**config.mk**
```make
export PLATFORM = sky130hd
export DESIGN_NAME = ftatc_div
export DESIGN_NICKNAME = d
export VERILOG_FILES = /design/src/design/ftatc_pkg.sv /design/src/design/ftatc_div.sv
export SDC_FILE = /design/constraint.sdc
export NUM_CORES = 2
export LEC_CHECK = 0
export ABC_AREA = 1
export BUFFER_PORTS_ARGS = -buffer_cell sky130_fd_sc_hd__buf_2
export CAP_MARGIN = 20
export CORE_UTILIZATION = 30
export DETAILED_ROUTE_END_ITERATION = 16
export PLACE_DENSITY = 0.58
export SETUP_SLACK_MARGIN = 0.3
export SKIP_CTS_REPAIR_TIMING = 1
export SLEW_MARGIN = 20
export SYNTH_ARGS = -nofsm -noshare
export SYNTH_HDL_FRONTEND = slang
export SYNTH_SLANG_ARGS = --single-unit
```
**constraint.sdc**
```tcl
create_clock -name clk -period 2.2 [get_ports clk]
set_input_delay 0.44 -clock clk [delete_from_list [all_inputs] [get_ports clk]]
set_output_delay 0.44 -clock clk [all_outputs]
set_load 0.01 [all_outputs]
```
**src/design/ftatc_pkg.sv**
```systemverilog
// ----------------------------------------------------------------------------
// ftatc_pkg
// Shared types, widths and helpers for the frame count to ATC timecode block.
// ----------------------------------------------------------------------------
package ftatc_pkg;

    localparam int DIV_W  = 32;
    localparam int DEN_W  = 17;
    localparam int TAG_W  = 64;
    localparam int IDX_W  = 8;
    localparam int DATA_W = 8;

    typedef enum logic [IDX_W-1:0] {
        REG_FRAME_RATE    = 8'd0,
        REG_DROPS_PER_MIN = 8'd1,
        REG_DROP_MODE     = 8'd2,
        REG_ATC_SOURCE    = 8'd3
    } reg_idx_t;

    localparam logic [6:0]  RATE_RESET = 7'd60;
    localparam logic [3:0]  DPM_RESET  = 4'd4;
    localparam logic [1:0]  SRC_VITC1  = 2'd1;
    localparam logic [1:0]  SRC_VITC2  = 2'd2;

    // ceil(2^34 / 15) and ceil(2^20 / 3)
    localparam logic [30:0] RECIP_15   = 31'd1145324613;
    localparam logic [18:0] RECIP_3    = 19'd349526;

    typedef struct packed {
        logic [6:0]  rate;
        logic [3:0]  dpm;
        logic        drop;
        logic [1:0]  source;
        logic [12:0] per_min;
        logic [16:0] per_10min;
        logic [7:0]  dpm9;
    } cfg_t;

    typedef struct packed {
        logic             valid;
        logic [DIV_W-1:0] dividend;
        logic [TAG_W-1:0] tag;
    } div_req_t;

    typedef struct packed {
        logic             valid;
        logic [DIV_W-1:0] quotient;
        logic [DEN_W-1:0] remainder;
        logic [TAG_W-1:0] tag;
    } div_rsp_t;

    // x / 10 for x below 128
    function automatic logic [3:0] div10(input logic [6:0] x);
        logic [14:0] p;
        p = {8'd0, x} * 15'd205;
        return p[14:11];
    endfunction

endpackage

```
**src/design/ftatc_div.sv**
```systemverilog
// ----------------------------------------------------------------------------
// ftatc_div
// Pipelined restoring divider, one quotient bit per stage, tag carried along.
// ----------------------------------------------------------------------------
module ftatc_div (
    input  logic                              clk,
    input  logic                              rst_n,
    input  logic                              en,
    input  logic [ftatc_pkg::DEN_W-1:0]       divisor,
    input  ftatc_pkg::div_req_t               req,
    output ftatc_pkg::div_rsp_t               rsp
);

    localparam int N = ftatc_pkg::DIV_W;

    logic                            vld_reg  [0:N-1];
    logic [N-1:0]                    quo_reg  [0:N-1];
    logic [ftatc_pkg::DEN_W-1:0]     rem_reg  [0:N-1];
    logic [ftatc_pkg::TAG_W-1:0]     tag_reg  [0:N-1];
    logic                            vld_next [0:N-1];
    logic [N-1:0]                    quo_next [0:N-1];
    logic [ftatc_pkg::DEN_W-1:0]     rem_next [0:N-1];
    logic [ftatc_pkg::TAG_W-1:0]     tag_next [0:N-1];

    always_comb
    begin
        logic [N-1:0]                d_in;
        logic [ftatc_pkg::DEN_W-1:0] r_in;
        logic [ftatc_pkg::DEN_W:0]   trial;
        logic [ftatc_pkg::DEN_W:0]   diff;
        logic                        ge;
        for (int s = 0; s < N; s++)
        begin
            if (s == 0)
            begin
                vld_next[s] = req.valid;
                d_in        = req.dividend;
                r_in        = '0;
                tag_next[s] = req.tag;
            end
            else
            begin
                vld_next[s] = vld_reg[s-1];
                d_in        = quo_reg[s-1];
                r_in        = rem_reg[s-1];
                tag_next[s] = tag_reg[s-1];
            end
            trial       = {r_in, d_in[N-1]};
            diff        = trial - {1'b0, divisor};
            ge          = (trial >= {1'b0, divisor});
            rem_next[s] = ge ? diff[ftatc_pkg::DEN_W-1:0] : trial[ftatc_pkg::DEN_W-1:0];
            quo_next[s] = {d_in[N-2:0], ge};
        end
    end

    always_ff @(posedge clk or negedge rst_n)
    begin
        if (!rst_n)
        begin
            for (int s = 0; s < N; s++)
                vld_reg[s] <= 1'b0;
        end
        else if (en)
        begin
            for (int s = 0; s < N; s++)
                vld_reg[s] <= vld_next[s];
        end
    end

    always_ff @(posedge clk)
    begin
        if (en)
        begin
            for (int s = 0; s < N; s++)
            begin
                quo_reg[s] <= quo_next[s];
                rem_reg[s] <= rem_next[s];
                tag_reg[s] <= tag_next[s];
            end
        end
    end

    always_comb
    begin
        rsp.valid     = vld_reg[N-1];
        rsp.quotient  = quo_reg[N-1];
        rsp.remainder = rem_reg[N-1];
        rsp.tag       = tag_reg[N-1];
    end

endmodule

```
==> summary.md <==
| Metric | Value |
|---|---|
| PortBufs | 230 |
| Pre-antenna DRT Iters | 5 |
| Distinct cells, synth | 42 |
| Nets@finish | 15700 |
| Largest cells by area after synthesis | edfxtp_1 (71%), nand2_1 (9.8%), ha_1 (4.3%) |
| Yosys warning count | 0 |
| H-tree depth | 5 |
| Final WS setup | -0.187 ns |
| Ys flop type | edfxtp_1 |
| Die width | 716 um |
| Final setup fails | about 360 |
| Root Driver | clkbuf_16 |
| Latest clock arrival within the worst-skew pair | 1.01 ns |
| GRT Total Usage | 0.120 |
| Synth cell count leaders | nand2_1 (4015), edfxtp_1 (3616), inv_1 (1605) |
| CP peak stage delay | around 0.56 ns |
| Largest delay share family, worst path | simple AND/OR/NAND/NOR gates |
| Vias/cell | 4.26 |
| Worst Setup End Kind | flip-flop |
| Syn Inst Count | 12400 |
| Layout Cells excl Fill | 22000 |
| Worst Hold Class | input pin to asynchronous set/reset pin |
| Initial antenna violation count | 17 |
| Initial core utilization | 0.302 |
| CP max FO | 9 |
| Crit-path cells | inv_1 > ha_2 > inv_2 > fa_2 > nand2_2 > nand2_2 > nand3_2 > nand2_4 > nand2_4 > nand2_4 > nand2_8 > nand2_4 > nand2_1 > nand2_1 |
| Via Count | ~94000 |
| GPL Wtd Cong | approximately 0.87 |
| Estimated wirelength of the detail-placed design | 222 mm |
| Yosys top cell area share | 0.709 |
| Most frequent cell after synthesis | nand2_1 |
| TritonCTS clock tree | yes |
| Leading area contributor after synthesis | edfxtp_1 |
| CP Class | flip-flop to flip-flop |
| Final-report max-slew violation count | 0 |
| Routed len/inst | 15.3 um |
| Drt drc | 0 |
| Min cycle time layout | 2.39 ns |
| Final Cycle Share | 1.09 |
| Worst VDD drop | about 0.7 mV |
| Clk buf depth | 4 |
| Max Clk Rate | 0.419 GHz |
| Die Ht | between 700 and 800 um |
| Core box area | 0.507 mm^2 |
| Syn nets | roughly 13000 |
| Cell mode on critical path | nand2_4 |
| First-pass GRT wire length | 485 mm |
| Layout fillers | 47100 |
| Dpl cells | a little over 20000 |
| Post-synthesis sequential area ratio | 0.715 |
| Status | finished with violations |
| Power, Total | 0.257 W |
| TritonCTS buffer count | 388 |
| Layout cell share with drive strength beyond 1 | 0.294 |
| Mapped cell area | 0.153 mm^2 |
| LEAKAGE | about 85 nW |
| Clock Skew | between 0.09 and 0.1 ns |
| CP bufs+invs | 2 |
| Remaining Overflow, GRT | 0 |
| Layout area overhead | 32.1% |
| Setup tns final | -18.22 ns |
| Number of global-route vias before repair | 86800 |
| Largest net degree at the start of global routing | between 100 and 150 |
| Relative slew slack | 0.511 |
| Slew @ Worst Pin | 0.733 ns |
| Total I/O pin count | roughly 230 |
| Synth async-reset ratio | 0.00877 |
| Mean Syn Cell Area | between 10 and 15 um^2 |
| Register clock-pin slew on the reported worst setup and hold paths | 0.06 ns |
| Arr. time, crit path | 3.11 ns |
| Die footprint | 0.513 mm^2 |
| EDFF count, synth | 3616 |
| Max Cap Violations | 0 |
| Routed Antenna Nets | 0 |
| CTS sink cnt | 3648 |
| Critical-path top delay cell | edfxtp_1 |
| Failing checks | negative setup slack |
| Final hold viol count | 0 |
| Critical path data required time | approximately 3 ns |
| Rows | about 260 |
| Final Util | 0.399 |
| Crit start category | flip-flop |
| Drt total wl | approximately 340 mm |
| Cell area power density | 1270 mW/mm^2 |
| Largest register FFs | 2048 |
| RSZ-0062 raised after global routing | true |
| Number of synthesized register bits | between 3000 and 4000 |
| Starting DRT DRC Count | 5894 |
[kinds of logic after synthesis]
group	synth area share
xor gates and xnor gates	0.0125
DFF	0.715
buffers and inverters	0.0482
adders and majority gates	0.0473
AOI/OAI and AO/OA	0.0123
and+or+nand+nor	0.165
[through the flow]
| step | setup WS [ns] | instance area, um^2 | hold slack, ns |
|---|---|---|---|
| after floorplan | -1.03 | 153000 | 0.144 |
| after global placement | -0.695 | 176000 | 0.400 |
| after detailed placement | -0.690 | 176000 | 0.405 |
| after CTS | -0.311 | 188000 | -0.590 |
| after global routing | -0.245 | 202000 | 0.0184 |
| final | -0.187 | 202000 | 0.0450 |
[worst paths after layout]
check	slack, ns	end	from	cells past startpoint
max in group asynchronous	1.67	vld_next[21]	rst_n	2
worst min-delay path	0.05	vld_next[29]	rst_n	2
worst max register to register	-0.19	rem_reg[1][208]	quo_reg[1][383]	14
min in group clk	0.07	quo_reg[0][0]	divisor[3]	5
worst min register to register	0.36	quo_reg[1][350]	quo_reg[1][317]	0
worst max-delay path	-0.19	rem_reg[1][208]	quo_reg[1][383]	14
[power by group]
part | leakage [nW] | internal, W | switching [W]
Combinational | 43.1 | 0.0433 | 0.0540
Clock | 6.18 | 0.0377 | 0.0269
Sequential | 35.8 | 0.0889 | 0.00637
Total | 85.1 | 0.170 | 0.0873
[per-layer routing]
metal	part of all wire	wire length, um	up-vias	GRT usage
li1	-	-	47200	-
met1	0.45	152000	44300	0.163
met2	0.47	158000	1663	0.194
met3	0.047	15800	621	0.0206
met4	0.033	11300	2	0.0396
met5	0.000039	13	-	0
[cells in the final DEF, fill, tap and decap left out, drive strengths merged, types with 179 or more instances in the layout]
master	n
nand3	896
clkbuf	511
ha	529
nand2	4293
buf	2139
a21oi	308
edfxtp	3616
inv	1641
clkinv	179
nor2	467
xor2	188
[layout make-up]
cell class	count	area, um^2	area share
Antenna cell	2	5.00	0.0000248
Clock buffer	464	10100	0.0502
Clock inverter	244	2540	0.0126
Inverter	1629	6130	0.0303
Multi-Input combinational cell	7051	45000	0.222
Sequential cell	3648	109000	0.541
Tap cell	6706	8390	0.0415
Timing Repair Buffer	2287	20600	0.102
Timing Repair inverter	1	6.26	0.0000309
Power figures use the tool's default switching activity.
