<file path="config.mk">
export PLATFORM = sky130hd
export DESIGN_NAME = ftatc_cfg_flat
export DESIGN_NICKNAME = d
export VERILOG_FILES = /design/src/design/ftatc_pkg.sv /design/src/design/ftatc_ifs.sv /design/src/design/ftatc_cfg.sv /design/src/flat_wrapper.sv
export SDC_FILE = /design/constraint.sdc
export NUM_CORES = 1
export LEC_CHECK = 0
export BUFFER_PORTS_ARGS = -buffer_cell sky130_fd_sc_hd__buf_2
export CAP_MARGIN = 20
export CORE_MARGIN = 2
export CORE_UTILIZATION = 30
export DETAILED_ROUTE_END_ITERATION = 8
export HOLD_SLACK_MARGIN = 0.06
export PLACE_DENSITY = 0.47
export SYNTH_ARGS = -nofsm -noshare
export SYNTH_HDL_FRONTEND = slang
export SYNTH_SLANG_ARGS = --single-unit
</file>
<file path="constraint.sdc">
create_clock -name clk -period 7.2 [get_ports clk]
set_input_delay 0 -clock clk [delete_from_list [all_inputs] [get_ports clk]]
set_output_delay 0 -clock clk [all_outputs]
set_load 0.005 [all_outputs]
</file>
<file path="src/design/ftatc_pkg.sv">
// ----------------------------------------------------------------------------
// ftatc_pkg
// Shared types, widths and helpers for the frame count to ATC timecode block.
// ----------------------------------------------------------------------------
package ftatc_pkg;

    localparam int DIV_W  = 32;
    localparam int DEN_W  = 17;
    localparam int TAG_W  = 64;
    localparam int IDX_W  = 8;
    localparam int DATA_W = 8;

    typedef enum logic [IDX_W-1:0] {
        REG_FRAME_RATE    = 8'd0,
        REG_DROPS_PER_MIN = 8'd1,
        REG_DROP_MODE     = 8'd2,
        REG_ATC_SOURCE    = 8'd3
    } reg_idx_t;

    localparam logic [6:0]  RATE_RESET = 7'd60;
    localparam logic [3:0]  DPM_RESET  = 4'd4;
    localparam logic [1:0]  SRC_VITC1  = 2'd1;
    localparam logic [1:0]  SRC_VITC2  = 2'd2;

    // ceil(2^34 / 15) and ceil(2^20 / 3)
    localparam logic [30:0] RECIP_15   = 31'd1145324613;
    localparam logic [18:0] RECIP_3    = 19'd349526;

    typedef struct packed {
        logic [6:0]  rate;
        logic [3:0]  dpm;
        logic        drop;
        logic [1:0]  source;
        logic [12:0] per_min;
        logic [16:0] per_10min;
        logic [7:0]  dpm9;
    } cfg_t;

    typedef struct packed {
        logic             valid;
        logic [DIV_W-1:0] dividend;
        logic [TAG_W-1:0] tag;
    } div_req_t;

    typedef struct packed {
        logic             valid;
        logic [DIV_W-1:0] quotient;
        logic [DEN_W-1:0] remainder;
        logic [TAG_W-1:0] tag;
    } div_rsp_t;

    // x / 10 for x below 128
    function automatic logic [3:0] div10(input logic [6:0] x);
        logic [14:0] p;
        p = {8'd0, x} * 15'd205;
        return p[14:11];
    endfunction

endpackage

</file>
<file path="src/design/ftatc_ifs.sv">


interface ftatc_cfg_if;
    logic                          valid;
    logic                          ready;
    logic [ftatc_pkg::IDX_W-1:0]  index;
    logic [ftatc_pkg::DATA_W-1:0] data;
    modport source (output valid, output index, output data, input ready);
    modport sink   (input valid, input index, input data, output ready);
endinterface

</file>
<file path="src/design/ftatc_cfg.sv">
// ----------------------------------------------------------------------------
// ftatc_cfg
// Register file with derived per-minute and ten-minute frame counts.
// ----------------------------------------------------------------------------
module ftatc_cfg (
    input  logic               clk,
    input  logic               rst_n,
    ftatc_cfg_if.sink          cfg,
    output ftatc_pkg::cfg_t    regs
);

    logic [6:0]  rate_reg;
    logic [3:0]  dpm_reg;
    logic        drop_reg;
    logic [1:0]  source_reg;
    logic [6:0]  rate_eff_reg;
    logic [12:0] per_min_reg;
    logic [16:0] per_10min_reg;
    logic [7:0]  dpm9_reg;
    logic [6:0]  rate_eff_next;
    logic [12:0] per_min_next;

    assign cfg.ready = 1'b1;

    always_ff @(posedge clk or negedge rst_n)
    begin
        if (!rst_n)
        begin
            rate_reg   <= ftatc_pkg::RATE_RESET;
            dpm_reg    <= ftatc_pkg::DPM_RESET;
            drop_reg   <= 1'b0;
            source_reg <= 2'd0;
        end
        else if (cfg.valid)
        begin
            unique case (cfg.index)
                ftatc_pkg::REG_FRAME_RATE:    rate_reg   <= cfg.data[6:0];
                ftatc_pkg::REG_DROPS_PER_MIN: dpm_reg    <= cfg.data[3:0];
                ftatc_pkg::REG_DROP_MODE:     drop_reg   <= cfg.data[0];
                ftatc_pkg::REG_ATC_SOURCE:    source_reg <= cfg.data[1:0];
                default: ;
            endcase
        end
    end

    always_comb
    begin
        rate_eff_next = (rate_reg == 7'd0) ? 7'd1 : rate_reg;
        per_min_next  = {6'd0, rate_eff_next} * 13'd60 - {9'd0, dpm_reg};
    end

    always_ff @(posedge clk or negedge rst_n)
    begin
        if (!rst_n)
        begin
            rate_eff_reg  <= ftatc_pkg::RATE_RESET;
            per_min_reg   <= 13'd3596;
            per_10min_reg <= 17'd35964;
            dpm9_reg      <= 8'd36;
        end
        else
        begin
            rate_eff_reg  <= rate_eff_next;
            per_min_reg   <= per_min_next;
            per_10min_reg <= {4'd0, per_min_next} * 17'd10 + {13'd0, dpm_reg};
            dpm9_reg      <= {4'd0, dpm_reg} * 8'd9;
        end
    end

    always_comb
    begin
        regs.rate      = rate_eff_reg;
        regs.dpm       = dpm_reg;
        regs.drop      = drop_reg;
        regs.source    = source_reg;
        regs.per_min   = per_min_reg;
        regs.per_10min = per_10min_reg;
        regs.dpm9      = dpm9_reg;
    end

endmodule

</file>
<file path="src/flat_wrapper.sv">
// flat-port wrapper written by rule: the top's interface ports become plain ports
module ftatc_cfg_flat 
  (clk, rst_n, regs, cfg_valid, cfg_index, cfg_data, cfg_ready);
  ftatc_cfg_if cfg_i ();
  input  logic clk;
  input  logic rst_n;
  output ftatc_pkg::cfg_t regs;
  input wire logic [$bits(cfg_i.valid)-1:0] cfg_valid;
  input wire logic [$bits(cfg_i.index)-1:0] cfg_index;
  input wire logic [$bits(cfg_i.data)-1:0] cfg_data;
  output wire logic [$bits(cfg_i.ready)-1:0] cfg_ready;
  assign cfg_i.valid = cfg_valid;
  assign cfg_i.index = cfg_index;
  assign cfg_i.data = cfg_data;
  assign cfg_ready = cfg_i.ready;
  ftatc_cfg u_core (.clk(clk), .rst_n(rst_n), .cfg(cfg_i), .regs(regs));
endmodule
</file>
==> impl_metrics.ini, run 1 <==
[synthesis]
synth_nets = 426
async_flop_share = 1.000
synthSimpleGateAreaFrac = 0.1360
netlist_area_mm2 = 0.003717
synth_top_family_by_area = adder cells
synthMuxAreaShare = 0.02423
netlist_instances = 354
synthXorXnorAreaFrac = 0.09088
ys_types = 51
synth_seq_cells = 56
synth_adder_area_share = 0.2026
ys.flop_type = dfrtp_1
syn_area_per_cell_um2 = 10.50
ys_warn_count = 0
ys_seq_area_frac = 0.3851
synth_edf_count = 0
synth-compound-area-share = 0.1097

[clock_tree]
root_buffer = clkbuf_16
clkTransAtPathRegs_ns = 0.07
cts_tree = yes
cts_resized = 0
worstSkewPairLatency_ns = 0.29
cts_max_path_buffers = 2
h-tree-depth = 2
numCtsBuffers = 5
cts_sinks = 56

[worst_setup_path]
reg2reg_from = u_core.rate_reg[2]
worstPathRequired_ns = 7.41
crit_slowest_cell = or4b_2
cp.buffers_inverters = 3
cp_max_fo = 6
cp-start-kind = flip-flop
crit_path_start = u_core.rate_reg[2]
end_kind = flip-flop
cp_data_arrival_time_ns = 6.60
critPathTopFamily = adder cells
cp_cell_sequence = inv_1, ha_1, nand4_1, nand2_1, fa_1, fa_1, inv_1, ha_1, o21ai_0, or4b_2, o311ai_2, nor3_1, xnor2_1, inv_1, o21ai_0, ha_1, a21oi_1, nand2b_1, o211a_1, o31ai_1, o31ai_1, nor4_1, xnor3_1
path_class = reg -> reg
cpPeakStageDelay_ns = 0.64

[layout]
largest_reg_flops = 15
areaGrowthSynthToFinish_pct = 20.40
final_common_cell = buf_2
layout-drive-gt1-share = 0.2791
design_area_mm2 = 0.004476
n_antenna_cell = 0
layout_common_cells = 70 x buf_2, 41 x ha_1, 32 x inv_1, 32 x dfrtp_1, 26 x nand2_1
fin_nets = 501

[route]
drt_iter0_markers = 48
firstDrtPassIters = 4
routed-via-count = 2645
antenna_left = 0
drc_errors = 0
vias_per_cell = 4.423
post_drt_wl_per_cell_um = 12.22
wl_um = 7310

[sta]
fmax_mhz = 156.4
finalCritPeriodShare = 0.8878
rsz0062_at_grt = no
finClkSkew_ns = 0.004518
fin_tns_setup_ns = 0
worstMarginPinSlew_ns = 0.6881
period_needed_ns = 6.392
maxSlewHeadroom = 0.5412
setup-violations-final = 0
hold_viol_final = 0
report.final.slew_viol_count = 0

[power_and_ir_drop]
max-vdd-ir-drop_mv = 0.2143
powerDensity_mw_per_mm2 = 559.2
leakage_nw = 2.163

[floorplan]
placeableCoreArea_mm2 = 0.01206
dieArea_mm2 = 0.01330
io_pins = 72
die_w_um = 115.3
rows = 40
die_y_um = 115.3
start_util = 0.3082

[status]
status = finished, final reports clean

[grt]
grtUsageTotal = 0.1159
antenna_found_initial = 0
overflow = 0
grt_max_degree = 57
grt_first_pass_wirelength_um = 12540
grt_pass1_vias = 2705

[hold_path]
hold_class = in -> reg
hold_start = cfg_index[0]

[placed_design]
dp_hpwl_um = 5763
gp_congestion = 0.7978
placed_cell_area_mm2 = 0.004218
io_buffers = 69

[job]
max_cap_viol_count = 0
-- worst paths after layout --
| path | slack (ns) | end | cells past startpoint |
|---|---|---|---|
| max | 0.81 | u_core.per_10min_reg[15] | 23 |
| max reg2reg | 0.81 | u_core.per_10min_reg[15] | 23 |
| min | 0.09 | u_core.drop_reg | 4 |
| max in group asynchronous | 6.38 | u_core.rate_eff_reg[1] | 3 |
| min reg2reg | 0.38 | u_core.rate_eff_reg[4] | 0 |
| min in group asynchronous | 0.38 | u_core.per_min_reg[5] | 3 |
-- kinds of logic (layout without fill, tap and decap cells) --
family                   count (synthesis)  in the layout
buffers and inverters                   44            120
adder cells (fa/ha/maj)                 53             53
AO/OA/AOI/OAI                           57             57
AND/OR/NAND/NOR                         98             98
multiplexers                             8              8
XOR/XNOR                                37             37
other                                    1              1
flip-flops                              56             56
-- what timing repair did --
item / CTS / global route
setup buffers: 0 / 0
hold buffers: 9 / 0
hold endpoints to repair: 46 / 0
-- final cells by class --
cell class,instances,area [um2]
Fill cell,1222,7586
Multi-Input combinational cell,254,2098
Sequential cell,56,1431
Timing Repair Buffer,80,447.9
Tap cell,168,210.2
Clock buffer,5,125.1
Inverter,32,120.1
Clock inverter,3,42.54
-- Yosys cell counts (2+ instances only) --
cell type	number	area (um2)
inv_1	32	120.1
nor4b_1	2	17.52
xor2_1	18	157.7
a31oi_1	2	12.51
o31ai_1	2	15.01
clkbuf_1	6	22.52
nand2b_1	5	31.28
fa_1	12	240.2
or2_2	2	12.51
mux2_2	8	90.09
a21oi_1	13	65.06
o211ai_1	2	15.01
dfrtp_1	32	800.8
ha_1	41	513.0
a221oi_1	2	17.52
dfstp_2	24	630.6
or3_1	2	12.51
nor4_1	2	12.51
a21o_1	6	45.04
nor2_1	23	86.33
o21a_1	2	15.01
nor3_1	4	20.02
a211oi_1	3	22.52
xnor2_1	18	157.7
nand3_1	6	30.03
and2_1	5	31.28
nor3b_1	5	37.54
nand4_1	5	31.28
o21ai_0	14	70.07
or2_1	2	12.51
buf_4	6	45.04
nand2_1	26	97.59
and3_1	4	25.02
-- metrics by stage --
step | util | hold slack (ns) | setup WS [ns] | std cells | power (mW)
2_1_floorplan | - | -0.2956 | 1.318 | 354 | 1.876
3_3_place_gp | 0.3493 | 0.1751 | 0.8131 | 580 | 2.227
3_5_place_dp | 0.3497 | 0.1793 | 0.7889 | 581 | 2.232
4_1_cts | 0.3711 | 0.09304 | 0.7349 | 598 | 2.534
5_1_grt | 0.3711 | 0.1129 | 0.1366 | 598 | 2.789
6_report | 0.3711 | 0.09488 | 0.8077 | 598 | 2.503
-- power breakdown --
group | internal [mW] | leakage, nW | switching [mW]
clock network | 0.164 | 0.0798 | 0.111
registers | 0.439 | 0.648 | 0.0211
logic | 0.780 | 1.44 | 0.989
total | 1.38 | 2.16 | 1.12
-- per-layer routing --
metal,up-vias,part of all wire,track usage
met1,1229,0.47,0.1463
li1,1356,-,-
met5,-,0,0
met4,0,0.0074,0.02651
met2,56,0.49,0.2055
met3,4,0.035,0.02109
-- worst reg2reg max path, stage by stage, from the launching register on --
cell	delay (ns)
dfstp_2	0.53
inv_1	0.07
ha_1	0.20
nand4_1	0.14
nand2_1	0.15
fa_1	0.47
fa_1	0.51
inv_1	0.04
ha_1	0.33
o21ai_0	0.12
or4b_2	0.64
o311ai_2	0.18
nor3_1	0.14
xnor2_1	0.31
inv_1	0.10
o21ai_0	0.20
ha_1	0.35
a21oi_1	0.31
nand2b_1	0.09
o211a_1	0.26
o31ai_1	0.37
o31ai_1	0.18
nor4_1	0.35
xnor3_1	0.27
(Power assumes the default switching activity.)
==> run 2: changes to the inputs <==
--- a/config.mk
+++ b/config.mk
@@ -5,13 +5,14 @@
 export SDC_FILE = /design/constraint.sdc
 export NUM_CORES = 1
 export LEC_CHECK = 0
+export ABC_AREA = 1
 export BUFFER_PORTS_ARGS = -buffer_cell sky130_fd_sc_hd__buf_2
 export CAP_MARGIN = 20
 export CORE_MARGIN = 2
 export CORE_UTILIZATION = 30
 export DETAILED_ROUTE_END_ITERATION = 8
 export HOLD_SLACK_MARGIN = 0.06
-export PLACE_DENSITY = 0.47
+export PLACE_DENSITY = 0.46
 export SYNTH_ARGS = -nofsm -noshare
 export SYNTH_HDL_FRONTEND = slang
 export SYNTH_SLANG_ARGS = --single-unit
==> constraint.sdc (replaced) <==
create_clock -name clk -period 7.2 [get_ports clk]
set_input_delay 1.44 -clock clk [delete_from_list [all_inputs] [get_ports clk]]
set_output_delay 1.44 -clock clk [all_outputs]
set_load 0.005 [all_outputs]
==> impl_metrics.ini, run 2 <==
[clock_tree]
cts_resized = 0
clkTransAtPathRegs_ns = 0.08
worstSkewPairLatency_ns = 0.31
cts_sinks = 56
cts_setup_buffers = 0
cts_tree = yes
cts_max_path_buffers = 2
root_buffer = clkbuf_16
holdBufCountCts = 0
h-tree-depth = 2
numCtsBuffers = 5

[worst_setup_path]
ff2ff_setup_slack_ns = 1.68
cp_max_fo = 5
crit_slowest_cell = dfstp_2
end_kind = flip-flop
critPathTopFamily = adder cells
path_class = reg -> reg
cp.buffers_inverters = 4
cp-start-kind = flip-flop
crit_path_frequent_cell = nand2_1
cp_data_arrival_time_ns = 5.76
cpPeakStageDelay_ns = 0.56
worstPathRequired_ns = 7.44

[placed_design]
gp_congestion = 0.8012
dp_hpwl_um = 6516
io_buffers = 69
place_inst = 736
placed_cell_area_mm2 = 0.004578

[sta]
rsz0062_at_grt = no
period_needed_ns = 5.521
maxSlewHeadroom = 0.5505
hold_viol_final = 0
report.final.slew_viol_count = 0
fin_tns_setup_ns = 0
setup-violations-final = 0
worstMarginPinSlew_ns = 0.6742
finalCritPeriodShare = 0.7667
fmax_mhz = 181.1
finClkSkew_ns = 0.01280

[grt]
grt_pass1_vias = 3060
grtUsageTotal = 0.1173
grt_first_pass_wirelength_um = 13740
grt_max_degree = 57
antenna_found_initial = 0
overflow = 0

[layout]
design_area_mm2 = 0.004732
final_core_util = 0.3573
instances_no_fill = 744
n_antenna_cell = 0
fin_nets = 639
areaGrowthSynthToFinish_pct = 16.26
layout_common_cells = 129 x nand2_1, 84 x inv_1, 69 x buf_2
layout-drive-gt1-share = 0.2377
largest_reg_flops = 15
final_common_cell = nand2_1

[power_and_ir_drop]
max-vdd-ir-drop_mv = 0.1205
leakage_nw = 2.626
powerDensity_mw_per_mm2 = 280.6

[synthesis]
synthMuxAreaShare = 0
synth_adder_area_share = 0.1851
syn_area_per_cell_um2 = 8.124
synth_edf_count = 0
ys_types = 37
synth_nets = 573
ys_top_cells_by_area = dfrtp_1 20%, dfstp_2 15%, ha_1 13%
ys.flop_type = dfrtp_1
yosysTopAreaCell = dfrtp_1
async_flop_share = 1.000
yosysMostFrequentCell = nand2_1
synth_top_family_by_area = simple AND/OR/NAND/NOR gates
synth-compound-area-share = 0.03381
netlist_area_mm2 = 0.004070
synth_seq_cells = 56
synthSimpleGateAreaFrac = 0.2847
synth_top_area_share = 0.1967
ys_warn_count = 0
ys_top_cells_by_count = 129 x nand2_1, 84 x inv_1, 41 x ha_1, 39 x nand3_1, 37 x nor2_1
synthXorXnorAreaFrac = 0.04765
ys_seq_area_frac = 0.3517
netlist_instances = 501

[route]
firstDrtPassIters = 4
drt_iter0_markers = 118
antenna_left = 0
vias_per_cell = 4.254
wl_um = 7924
drc_errors = 0
routed-via-count = 3165
post_drt_wl_per_cell_um = 10.65

[floorplan]
die_w_um = 120.5
dieArea_mm2 = 0.01452
io_pins = 72
start_util = 0.3074
placeableCoreArea_mm2 = 0.01324
rows = 42
die_y_um = 120.5

[hold_path]
hold_class = reg -> reg

[status]
status = finished, final reports clean

[job]
max_cap_viol_count = 0
## run 2: changes by cell type in the layout (fill, tap and decap cells not counted), sizes merged, moves of 5 or more
cell | before | now
nand2b | 5 | 0
nor2 | 23 | 45
xnor2 | 18 | 4
nand2 | 26 | 141
inv | 32 | 90
and2 | 5 | 0
a21o | 6 | 0
mux2 | 8 | 0
dlygate4sd3 | 9 | 0
nand3 | 6 | 42
nand4 | 5 | 11
## run 2: worst paths after layout
check | from | end | depth (start not counted)
max | u_core.rate_reg[2] | u_core.per_10min_reg[16] | 29
min | u_core.rate_reg[4] | u_core.rate_eff_reg[4] | 0
max reg2reg | u_core.rate_reg[2] | u_core.per_10min_reg[16] | 29
min reg2reg | u_core.rate_reg[4] | u_core.rate_eff_reg[4] | 0
max in group asynchronous | rst_n | u_core.rate_reg[1] | 2
min in group asynchronous | rst_n | u_core.per_10min_reg[7] | 2
## run 2: cells by family after synthesis
family / Yosys count
simple gates: 247
xor+xnor: 20
buf+inv: 98
fa+ha+maj: 53
other cells: 1
compound gates: 26
flops: 56
## run 2: worst reg2reg max path: cells and delay by family (launching register included)
family                     cells  cell delay, ns
AOI/OAI and AO/OA              1            0.17
xor gates and xnor gates       1            0.31
DFF                            1            0.56
and+or+nand+nor               17            2.02
buffers and inverters          4            0.22
adders and majority gates      6            2.19
## run 2: stage by stage
stage | total power, mW | hold WS, ns | setup slack (ns)
floorplan | 0.9185 | 0.4114 | 2.201
finish | 1.328 | 0.3760 | 1.679
CTS | 1.355 | 0.3775 | 1.610
detailed placement | 1.085 | 0.3661 | 1.652
global route | 1.464 | 0.3882 | 1.171
global placement | 1.080 | 0.3644 | 1.702
## run 2: power by group
group          internal [mW]  total (mW)  switching [mW]
Clock                  0.134       0.259           0.125
Sequential             0.393       0.409          0.0164
Combinational          0.247       0.660           0.413
Total                  0.774        1.33           0.554
## run 2: metal layers
metal	vias up	wire, um	part of all wire	global-route usage
li1	1687	-	-	-
met2	52	3766	0.48	0.1988
met4	0	95	0.012	0.03270
met5	-	0	0	0
met3	7	363	0.046	0.03113
met1	1419	3699	0.47	0.1469
## run 2: cell type report
class / count / area, um2
Clock buffer: 5 / 125.1
Clock inverter: 3 / 28.78
Fill cell: 1435 / 8511
Inverter: 87 / 326.6
Multi-Input combinational cell: 347 / 2247
Sequential cell: 56 / 1431
Tap cell: 176 / 220.2
Timing Repair Buffer: 70 / 352.8
